### config.mk
export PLATFORM = sky130hd
export DESIGN_NAME = spi_sensor_read_scheduler
export DESIGN_NICKNAME = d
export VERILOG_FILES = /design/src/rtl/core/ssrs_pkg.sv /design/src/rtl/core/spi_sensor_read_scheduler.sv /design/src/rtl/core/ssrs_sched.sv
export SDC_FILE = /design/constraint.sdc
export NUM_CORES = 1
export LEC_CHECK = 0
export BUFFER_PORTS_ARGS = -buffer_cell sky130_fd_sc_hd__buf_2
export CAP_MARGIN = 20
export CORE_MARGIN = 2
export CORE_UTILIZATION = 56
export CTS_BUF_LIST = sky130_fd_sc_hd__clkbuf_2
export CTS_CLUSTER_SIZE = 40
export DETAILED_ROUTE_END_ITERATION = 8
export PLACE_DENSITY = 0.81
export SYNTH_ARGS = -nofsm -noshare
export SYNTH_HDL_FRONTEND = slang
export SYNTH_HIERARCHICAL = 1
export SYNTH_SLANG_ARGS = --single-unit
### constraint.sdc
create_clock -name i_clk -period 3.2 [get_ports i_clk]
set_input_delay 0.48 -clock i_clk [delete_from_list [all_inputs] [get_ports i_clk]]
set_output_delay 0.48 -clock i_clk [all_outputs]
set_load 0.05 [all_outputs]
### src/rtl/core/ssrs_pkg.sv
// ----------------------------------------------------------------------------
// SPI sensor read scheduler package
// Shared word types, action and source codes, command bytes and read lengths.
// ----------------------------------------------------------------------------
package ssrs_pkg;

    // Event codes carried in the input word.
    typedef enum logic [1:0] {
        ACT_ACCEL_READY = 2'd0,
        ACT_GYRO_READY  = 2'd1,
        ACT_XFER_DONE   = 2'd2,
        ACT_TASK_POLL   = 2'd3
    } t_action;

    // Source codes reported for a started transfer.
    typedef enum logic [1:0] {
        SRC_NONE  = 2'd0,
        SRC_GYRO  = 2'd1,
        SRC_ACCEL = 2'd2,
        SRC_TEMP  = 2'd3
    } t_source;

    // First byte sent for each source.
    localparam logic [7:0] CMD_GYRO  = 8'h82;
    localparam logic [7:0] CMD_ACCEL = 8'h92;
    localparam logic [7:0] CMD_TEMP  = 8'hA2;
    localparam logic [7:0] CMD_NONE  = 8'h00;

    // Transfer lengths in bytes.
    localparam logic [3:0] GYRO_READ_LENGTH  = 4'd8;
    localparam logic [3:0] ACCEL_READ_LENGTH = 4'd9;
    localparam logic [3:0] TEMP_READ_LENGTH  = 4'd4;
    localparam logic [3:0] LEN_NONE          = 4'd0;

    // Input word.
    typedef struct packed {
        t_action action;
        logic    dma_busy;
    } t_in_word;

    // Result word.
    typedef struct packed {
        t_source    start_source;
        logic [7:0] command_byte;
        logic [3:0] transfer_length;
        logic       release_gyro_select;
        logic       release_accel_select;
        logic       notify_pulse;
        logic       gyro_consumed;
        logic       accel_consumed;
        logic       temp_consumed;
    } t_out_word;

    // Control from the pipeline to the scheduler.
    typedef struct packed {
        logic fire;
        logic start_enable;
    } t_sched_ctl;

endpackage

### src/rtl/core/spi_sensor_read_scheduler.sv
// ----------------------------------------------------------------------------
// SPI sensor read scheduler
// Fixed-priority scheduler of shared-SPI reads for gyro, accel and temperature.
// ----------------------------------------------------------------------------
//
//  Channel   Direction  Handshake                  Word
//  in        input      i_in_valid / o_in_ready    t_in_word (action, dma_busy)
//  out       output     o_out_valid / i_out_ready  t_out_word (nine fields)
//  cfg       input      i_cfg_valid / o_cfg_ready  start_enable, 1 bit
//
//  Each event gives one result word. An accepted word sits in an input
//  register and is processed into the result register when that is free
//  or being emptied. One word per cycle is sustained unless the output
//  stalls. A stalled output holds the result; the input register still takes
//  one more word. Reset is synchronous and clears all flags and start_enable.
//
module spi_sensor_read_scheduler (
    input  logic                i_clk,
    input  logic                i_rst_n,
    input  logic                i_in_valid,
    output logic                o_in_ready,
    input  ssrs_pkg::t_in_word  i_in_word,
    output logic                o_out_valid,
    input  logic                i_out_ready,
    output ssrs_pkg::t_out_word o_out_word,
    input  logic                i_cfg_valid,
    output logic                o_cfg_ready,
    input  logic                i_cfg_data
);
    import ssrs_pkg::*;

    logic       r_in_valid;
    t_in_word   r_in_word;
    logic       r_out_valid;
    t_out_word  r_out_word;
    logic       r_start_enable;
    logic       fire;
    t_sched_ctl ctl;
    t_out_word  result;

    // Processing happens when the result register is free or being emptied.
    assign fire        = r_in_valid && (!r_out_valid || i_out_ready);
    assign o_in_ready  = !r_in_valid || fire;
    assign o_cfg_ready = 1'b1;
    assign o_out_valid = r_out_valid;
    assign o_out_word  = r_out_word;

    assign ctl.fire         = fire;
    assign ctl.start_enable = r_start_enable;

    // Configuration register.
    always_ff @(posedge i_clk) begin
        if (!i_rst_n) begin
            r_start_enable <= 1'b0;
        end else if (i_cfg_valid) begin
            r_start_enable <= i_cfg_data;
        end
    end

    // Input register.
    always_ff @(posedge i_clk) begin
        if (!i_rst_n) begin
            r_in_valid <= 1'b0;
        end else if (i_in_valid && o_in_ready) begin
            r_in_valid <= 1'b1;
        end else if (fire) begin
            r_in_valid <= 1'b0;
        end
    end

    always_ff @(posedge i_clk) begin
        if (i_in_valid && o_in_ready) begin
            r_in_word <= i_in_word;
        end
    end

    // Flag core.
    ssrs_sched u_sched (
        .i_clk   (i_clk),
        .i_rst_n (i_rst_n),
        .i_ctl   (ctl),
        .i_word  (r_in_word),
        .o_word  (result)
    );

    // Result register.
    always_ff @(posedge i_clk) begin
        if (!i_rst_n) begin
            r_out_valid <= 1'b0;
        end else if (fire) begin
            r_out_valid <= 1'b1;
        end else if (i_out_ready) begin
            r_out_valid <= 1'b0;
        end
    end

    always_ff @(posedge i_clk) begin
        if (fire) begin
            r_out_word <= result;
        end
    end

    // Only one source is ever transferring, so a completion releases at most one select.
    a_one_release: assert property (@(posedge i_clk) disable iff (!i_rst_n)
        o_out_valid |-> !(o_out_word.release_gyro_select
                          && o_out_word.release_accel_select))
        else $error("both chip selects released by one completion");

    // A poll result never carries a start or a notify.
    a_poll_clean: assert property (@(posedge i_clk) disable iff (!i_rst_n)
        (o_out_valid && (o_out_word.gyro_consumed || o_out_word.accel_consumed
                         || o_out_word.temp_consumed))
        |-> (o_out_word.start_source == SRC_NONE && !o_out_word.notify_pulse))
        else $error("poll result mixed with start or notify");

    // A started transfer always has a nonzero length.
    a_start_len: assert property (@(posedge i_clk) disable iff (!i_rst_n)
        (o_out_valid && o_out_word.start_source != SRC_NONE)
        |-> (o_out_word.transfer_length != LEN_NONE))
        else $error("transfer started with zero length");

    // A held input word is not lost while the result side is stalled.
    a_in_hold: assert property (@(posedge i_clk) disable iff (!i_rst_n)
        (r_in_valid && !fire) |=> r_in_valid)
        else $error("input word dropped without processing");

endmodule

### src/rtl/core/ssrs_sched.sv
// ----------------------------------------------------------------------------
// SPI sensor read scheduler flag core
// Holds the per-source flags and computes the result word for one event.
// ----------------------------------------------------------------------------
module ssrs_sched (
    input  logic               i_clk,
    input  logic               i_rst_n,
    input  ssrs_pkg::t_sched_ctl i_ctl,
    input  ssrs_pkg::t_in_word i_word,
    output ssrs_pkg::t_out_word o_word
);
    import ssrs_pkg::*;

    // Flag registers: ready, transferring, done, and notify for the gyro.
    logic r_g_rdy, r_g_xfr, r_g_done, r_g_note;
    logic r_a_rdy, r_a_xfr, r_a_done;
    logic r_t_rdy, r_t_xfr, r_t_done;
    logic n_g_rdy, n_g_xfr, n_g_done, n_g_note;
    logic n_a_rdy, n_a_xfr, n_a_done;
    logic n_t_rdy, n_t_xfr, n_t_done;

    logic try_en;
    logic go_g, go_a, go_t;

    // Event processing: first step, optional start, then the final step.
    always_comb begin
        n_g_rdy  = r_g_rdy;
        n_g_xfr  = r_g_xfr;
        n_g_done = r_g_done;
        n_g_note = r_g_note;
        n_a_rdy  = r_a_rdy;
        n_a_xfr  = r_a_xfr;
        n_a_done = r_a_done;
        n_t_rdy  = r_t_rdy;
        n_t_xfr  = r_t_xfr;
        n_t_done = r_t_done;
        o_word   = '0;
        try_en   = 1'b0;
        go_g     = 1'b0;
        go_a     = 1'b0;
        go_t     = 1'b0;

        case (i_word.action)
            ACT_ACCEL_READY: begin
                n_a_rdy = 1'b1;
                n_t_rdy = 1'b1;
                try_en  = i_ctl.start_enable;
            end
            ACT_GYRO_READY: begin
                n_g_rdy = 1'b1;
                try_en  = i_ctl.start_enable;
            end
            ACT_XFER_DONE: begin
                // Every transferring source moves to done.
                o_word.release_gyro_select  = r_g_xfr;
                o_word.release_accel_select = r_a_xfr | r_t_xfr;
                n_g_done = r_g_done | r_g_xfr;
                n_a_done = r_a_done | r_a_xfr;
                n_t_done = r_t_done | r_t_xfr;
                n_g_xfr  = 1'b0;
                n_a_xfr  = 1'b0;
                n_t_xfr  = 1'b0;
                try_en   = 1'b1;
            end
            ACT_TASK_POLL: begin
                o_word.gyro_consumed  = r_g_note;
                o_word.accel_consumed = r_a_done;
                o_word.temp_consumed  = r_t_done;
                n_g_note = 1'b0;
                n_a_done = 1'b0;
                n_t_done = 1'b0;
            end
            default: begin
                try_en = 1'b0;
            end
        endcase

        // Fixed-priority start; a source is not blocked by its own flag.
        if (try_en && !i_word.dma_busy) begin
            go_g = n_g_rdy && !n_a_xfr && !n_t_xfr;
            go_a = !go_g && n_a_rdy && !n_g_xfr && !n_t_xfr;
            go_t = !go_g && !go_a && n_t_rdy && !n_g_xfr && !n_a_xfr;
        end

        if (go_g) begin
            n_g_rdy = 1'b0;
            n_g_xfr = 1'b1;
            o_word.start_source    = SRC_GYRO;
            o_word.command_byte    = CMD_GYRO;
            o_word.transfer_length = GYRO_READ_LENGTH;
        end else if (go_a) begin
            n_a_rdy = 1'b0;
            n_a_xfr = 1'b1;
            o_word.start_source    = SRC_ACCEL;
            o_word.command_byte    = CMD_ACCEL;
            o_word.transfer_length = ACCEL_READ_LENGTH;
        end else if (go_t) begin
            n_t_rdy = 1'b0;
            n_t_xfr = 1'b1;
            o_word.start_source    = SRC_TEMP;
            o_word.command_byte    = CMD_TEMP;
            o_word.transfer_length = TEMP_READ_LENGTH;
        end

        // A completion promotes gyro done to a notify pulse.
        if (i_word.action == ACT_XFER_DONE && n_g_done) begin
            n_g_done            = 1'b0;
            n_g_note            = 1'b1;
            o_word.notify_pulse = 1'b1;
        end
    end

    // Flags change only when an event is processed.
    always_ff @(posedge i_clk) begin
        if (!i_rst_n) begin
            r_g_rdy  <= 1'b0;
            r_g_xfr  <= 1'b0;
            r_g_done <= 1'b0;
            r_g_note <= 1'b0;
            r_a_rdy  <= 1'b0;
            r_a_xfr  <= 1'b0;
            r_a_done <= 1'b0;
            r_t_rdy  <= 1'b0;
            r_t_xfr  <= 1'b0;
            r_t_done <= 1'b0;
        end else if (i_ctl.fire) begin
            r_g_rdy  <= n_g_rdy;
            r_g_xfr  <= n_g_xfr;
            r_g_done <= n_g_done;
            r_g_note <= n_g_note;
            r_a_rdy  <= n_a_rdy;
            r_a_xfr  <= n_a_xfr;
            r_a_done <= n_a_done;
            r_t_rdy  <= n_t_rdy;
            r_t_xfr  <= n_t_xfr;
            r_t_done <= n_t_done;
        end
    end

endmodule

Word-level counts from Yosys, hierarchy flattened
Index checks and enable logic that the tools add are counted.
{ "word_totals": {"register_bits": 36, "inputBits": 9, "elab_cells": 100} }
{ "classes": {"n_eq_ne": 3, "muxes": 35, "n_bitwise": 4, "reduce_logical": 32} }
{ "op_table": {"columns": ["op", "n"], "rows": [
  ["1-bit two-way mux", 30],
  ["14-bit two-way mux", 2],
  ["1-bit logical AND", 13],
  ["1-bit logical NOT", 8],
  ["2-bit nonzero test", 4],
  ["1-bit one-hot mux with 2 select lines", 3],
  ["2-bit == test, second input constant", 2],
  ["1-bit OR", 4],
  ["2-bit AND reduction", 2],
  ["2-bit OR reduction", 2],
  ["2-bit by 1-bit == test with 1-bit output, second input constant", 1],
  ["2-bit logical NOT", 1],
  ["1-bit logical OR", 2]
]} }

Logic depth before layout (Yosys ltp)
{ "depth": {"ltp_word": 18, "ltp_mapped": 7, "depth_no_buf": 6} }

By module
Netlist, hierarchy kept.
{ "modules_own_cells": {"columns": ["mod", "n_inst", "cells_per_inst", "area_each_um2", "seq_area_each_um2"], "rows": [
  ["spi_sensor_read_scheduler", 1, 37, 842.1, 750.7],
  ["ssrs_sched", 1, 88, 681.9, 200.2]
]} }

Worst setup path after synthesis
Ideal clock, no wire load.
{ "synth_timing": {"kind": "flip-flop to flip-flop", "from": "reg r_out_valid, in the netlist o_out_valid", "to": "reg u_sched.r_t_rdy", "arrival_ns": 2.528, "required_ns": 3.141, "path_slack_ns": 0.613, "stages_incl_launch_ff": 8, "n_path_buf": 1, "period_less_slack_ns": 2.587, "cell_sequence": "dfxtp_1 > nor2b_4 > nor2b_1 > buf_2 > inv_1 > nor3_1 > o21a_1 > o31a_1"} }
{ "synth_between": {"elab_chain_cells": 3} }
{ "synth_lines": {"columns": ["element", "line_no", "text"], "rows": [
  ["from (decl)", "spi_sensor_read_scheduler.sv:34", "logic r_out_valid;"],
  ["from (signal assigned)", "spi_sensor_read_scheduler.sv:89", "r_out_valid <= 1'b0;"],
  ["from (signal assigned)", "spi_sensor_read_scheduler.sv:91", "r_out_valid <= 1'b1;"],
  ["from (signal assigned)", "spi_sensor_read_scheduler.sv:93", "r_out_valid <= 1'b0;"],
  ["1-bit logical NOT", "spi_sensor_read_scheduler.sv:42", "assign fire = r_in_valid && (!r_out_valid || i_out_ready);"],
  ["1-bit logical OR", "spi_sensor_read_scheduler.sv:42", null],
  ["1-bit logical AND", "spi_sensor_read_scheduler.sv:42", null],
  ["via fire", "spi_sensor_read_scheduler.sv:37", "logic fire;"],
  ["to (signal assigned)", "ssrs_sched.sv:134", "r_t_rdy <= n_t_rdy;"],
  ["to (decl)", "ssrs_sched.sv:17", "logic r_t_rdy, r_t_xfr, r_t_done;"]
]} }
The timed path passes the listed nets, and every way through them passes these cells.
A chain may end at the register's enable or synchronous reset.

Worst setup path in the final report
Ends and elaborated chain as after synthesis.

==> impl_metrics.py <==
metrics = {
    "setup_path": {
        "worstRegToRegCells": 6,
        "crit_slowest_cell": "nor2b_2",
        "cp.arrival_ps": 2310,
        "startpoint_type": "register",
        "critical_path_class": "register to register",
        "r2r-start": "o_out_valid",
        "cp_num_buf_inv": 1,
        "worst-path-max-fanout": 16,
        "path_delay_family": "simple AND/OR/NAND/NOR gates",
        "cp_cell_sequence": "nor2b_4 -> nor2b_2 -> inv_1 -> nor3_1 -> o21a_1 -> o31a_1",
        "end_kind": "register",
        "reg2reg_slack_ps": 1230,
        "r2r_end": "u_sched/r_t_rdy",
        "cp_slowest_stage_delay_ps": 550,
        "worstPathRequired_ps": 3540,
    },
    "global_routing": {
        "grt_pass1_vias": 995,
        "grt_start_max_net_pins": 17,
        "overflow": 0,
        "top_usage_layer": "met2",
        "grt_pass1_wl_um": 4490,
        "gr-usage-met3_pct": 7.67,
        "use_met2_pct": 30.1,
        "grt_util_all_layers_pct": 18.9,
        "antenna_found_initial": 0,
        "gr-usage-met1_pct": 22.3,
    },
    "logic_synthesis": {
        "synth_top_area_share_pct": 45.3,
        "synthDistinctLibCells": 37,
        "synthCells": 125,
        "synth-seq-area-share_pct": 62.4,
        "yosysTopAreaCell": "edfxtp_1",
        "ys.flop_type": "edfxtp_1",
        "synthArstFlopShare_pct": 0,
        "ys_ff_latch": 36,
        "yosysWarnings": 6,
        "syn_area_um2": 1520,
        "syn_avg_cell_area_um2": 12.2,
        "ys_top_cells_by_area": "edfxtp_1 (45%), dfxtp_1 (17%), buf_4 (5.4%)",
        "synth_edf_count": 23,
    },
    "timing": {
        "fin_skew_ps": 18.7,
        "finalHoldWorstSlack_ps": 261,
        "tightest_slew_ps": 685,
        "setup_ws_ps": 1230,
        "period_needed_ps": 1970,
        "slew_viol_final": 0,
        "max_freq_mhz": 507,
        "slew_headroom_pct": 54.1,
        "tns_ps": 0,
        "setup_viol": 0,
        "hold_viol": 0,
        "fin_crit_sh_pct": 61.6,
        "rsz0062_at_grt": "false",
    },
    "floorplanning": {
        "dieArea_um2": 3150,
        "die_w_um": 56.2,
        "initial_core_util_pct": 60.4,
        "die_h_um": 56.2,
        "core_area_um2": 2520,
        "rows": 18,
        "io_pins": 32,
    },
    "pwr": {
        "power_frac_clock_pct": 23.6,
        "p_leak_nw": 0.686,
        "p_seq_share_pct": 63.1,
        "ir_worst_vdd_v": 0.000272,
        "p_switching_mw": 0.230,
        "p_per_area_nw_per_um2": 494,
        "pwr-share-comb_pct": 13.2,
        "internal_power_mw": 0.601,
        "p_sw_share_pct": 27.7,
    },
    "drt": {
        "vias": 1059,
        "wl_per_cell_um": 15.2,
        "finalWirelength_um": 2790,
        "drt_first_pass_iters": 4,
        "ant_nets": 0,
        "drc": 0,
        "drtIter0Drc": 37,
        "vias_per_cell": 5.76,
    },
    "placement": {
        "postPlaceCellArea_um2": 1640,
        "port_buffers": 30,
        "dp_worst_setup_slack_ps": 1170,
        "place_inst": 176,
        "gp_congestion": 0.862,
        "hpwl_um": 1950,
    },
    "layout": {
        "final_cell_area_um2": 1680,
        "areaGrowthSynthToFinish_pct": 10.3,
        "n_antenna_cell": 0,
        "num-nets-final": 162,
        "stdcell_count": 184,
        "drive_above_1_share_pct": 29.9,
        "layout_common_cells": "buf_2 (30), edfxtp_1 (23), dfxtp_1 (13)",
        "final_common_cell": "buf_2",
        "fillers": 203,
    },
    "hold_path": {
        "worstHoldPathCells": 1,
        "whs_endpoint": "r_in_word[1]",
        "holdCritStartpoint": "i_in_word[1]",
        "hp-class": "input pin to register",
    },
    "clocking": {
        "cts_setup_buffers": 0,
        "cts_inserted_buffers": 5,
        "clk_latency_ps": 380,
        "tritoncts": "yes",
        "clock_path_buffers": 2,
        "cts_resized": 0,
        "cts.sinks": 36,
        "cts-root-buf": "clkbuf_2",
        "holdBufCountCts": 0,
        "clk_pin_slew_worst_paths_ps": 170,
        "htreeDepth": 2,
    },
    "outcome": {
        "status": "completed",
    },
    "run": {
        "cap_violations": 0,
    },
}
==> per-stage QoR <==
step | util [%] | power [mW]
after floorplan | - | 0.624
after global placement | 65.0 | 0.639
after detailed placement | 65.0 | 0.644
after CTS | 66.6 | 0.834
after global routing | 66.6 | 0.865
final | 66.6 | 0.831
==> worst max-delay path by stage <==
stage	start	endpoint	slack [ps]	depth (start not counted)
2_1_floorplan	o_out_valid	u_sched/r_t_rdy	610	7
5_1_grt	o_out_valid	u_sched/r_t_rdy	1130	6
3_3_place_gp	i_out_ready	u_sched/r_a_rdy	1290	6
3_5_place_dp	i_out_ready	u_sched/r_t_rdy	1170	7
6_report	o_out_valid	u_sched/r_t_rdy	1230	6
4_1_cts	o_out_valid	u_sched/r_t_rdy	1300	6
==> worst reg2reg max path, stage by stage (launching register included) <==
cell	delay, ps
dfxtp_1	380
nor2b_4	150
nor2b_2	550
inv_1	180
nor3_1	390
o21a_1	160
o31a_1	130
==> registers in the layout (all words and copies together) (netlist names) <==
register          cells
r_start_enable        1
u_sched/r_g_xfr       1
u_sched/r_g_rdy       1
u_sched/r_a_xfr       1
u_sched/r_t_done      1
u_sched/r_g_note      1
u_sched/r_a_rdy       1
r_in_word             3
o_out_word           20
u_sched/r_a_done      1
o_out_valid           1
u_sched/r_t_rdy       1
u_sched/r_g_done      1
u_sched/r_t_xfr       1
r_in_valid            1
==> power groups by stage <==
stage	clock, mW	combinational [mW]	sequential, mW
global placement	0	0.105	0.533
CTS	0.200	0.109	0.525
floorplan	0	0.0513	0.573
global route	0.221	0.117	0.527
finish	0.196	0.110	0.525
detailed placement	0	0.109	0.535
==> cells in the mapped netlist (2+ instances only) <==
library cell,number
edfxtp_1,23
dfxtp_1,13
buf_4,11
nor2_1,8
nand2_1,6
nand3_1,6
o21ai_1,5
and3_1,4
nor2b_1,4
a31oi_1,3
nor3_1,3
o21a_1,3
o21ai_0,3
a21boi_1,2
a21oi_1,2
and2_1,2
buf_2,2
conb_1,2
inv_1,2
nand2b_1,2
nand3b_1,2
nor2b_4,2
==> area by class of cell <==
type                            instances  area, µm²  area share (%)
Sequential cell                        36        951            56.6
Multi-Input combinational cell         77        487            29.0
Timing Repair Buffer                   31        158            9.38
Tap cell                               30       37.5            2.23
Clock buffer                            7       35.0            2.08
Inverter                                2       7.51           0.447
Clock inverter                          1       5.00           0.298
==> logic make-up after synthesis <==
family          after synthesis  share of synthesized area, %
simple gates                 44                          17.3
other cells                   2                         0.493
compound gates               26                          12.3
mux                           1                         0.657
flops                        36                          62.4
buf+inv                      16                          6.81
==> metal layers <==
| layer | wire [µm] | part of all wire, % |
|---|---|---|
| met2 | 1410 | 50 |
| met3 | 201 | 7.2 |
| met5 | 0 | 0 |
| met4 | 80 | 2.9 |
| met1 | 1100 | 39 |
(Power assumes the default switching activity.)
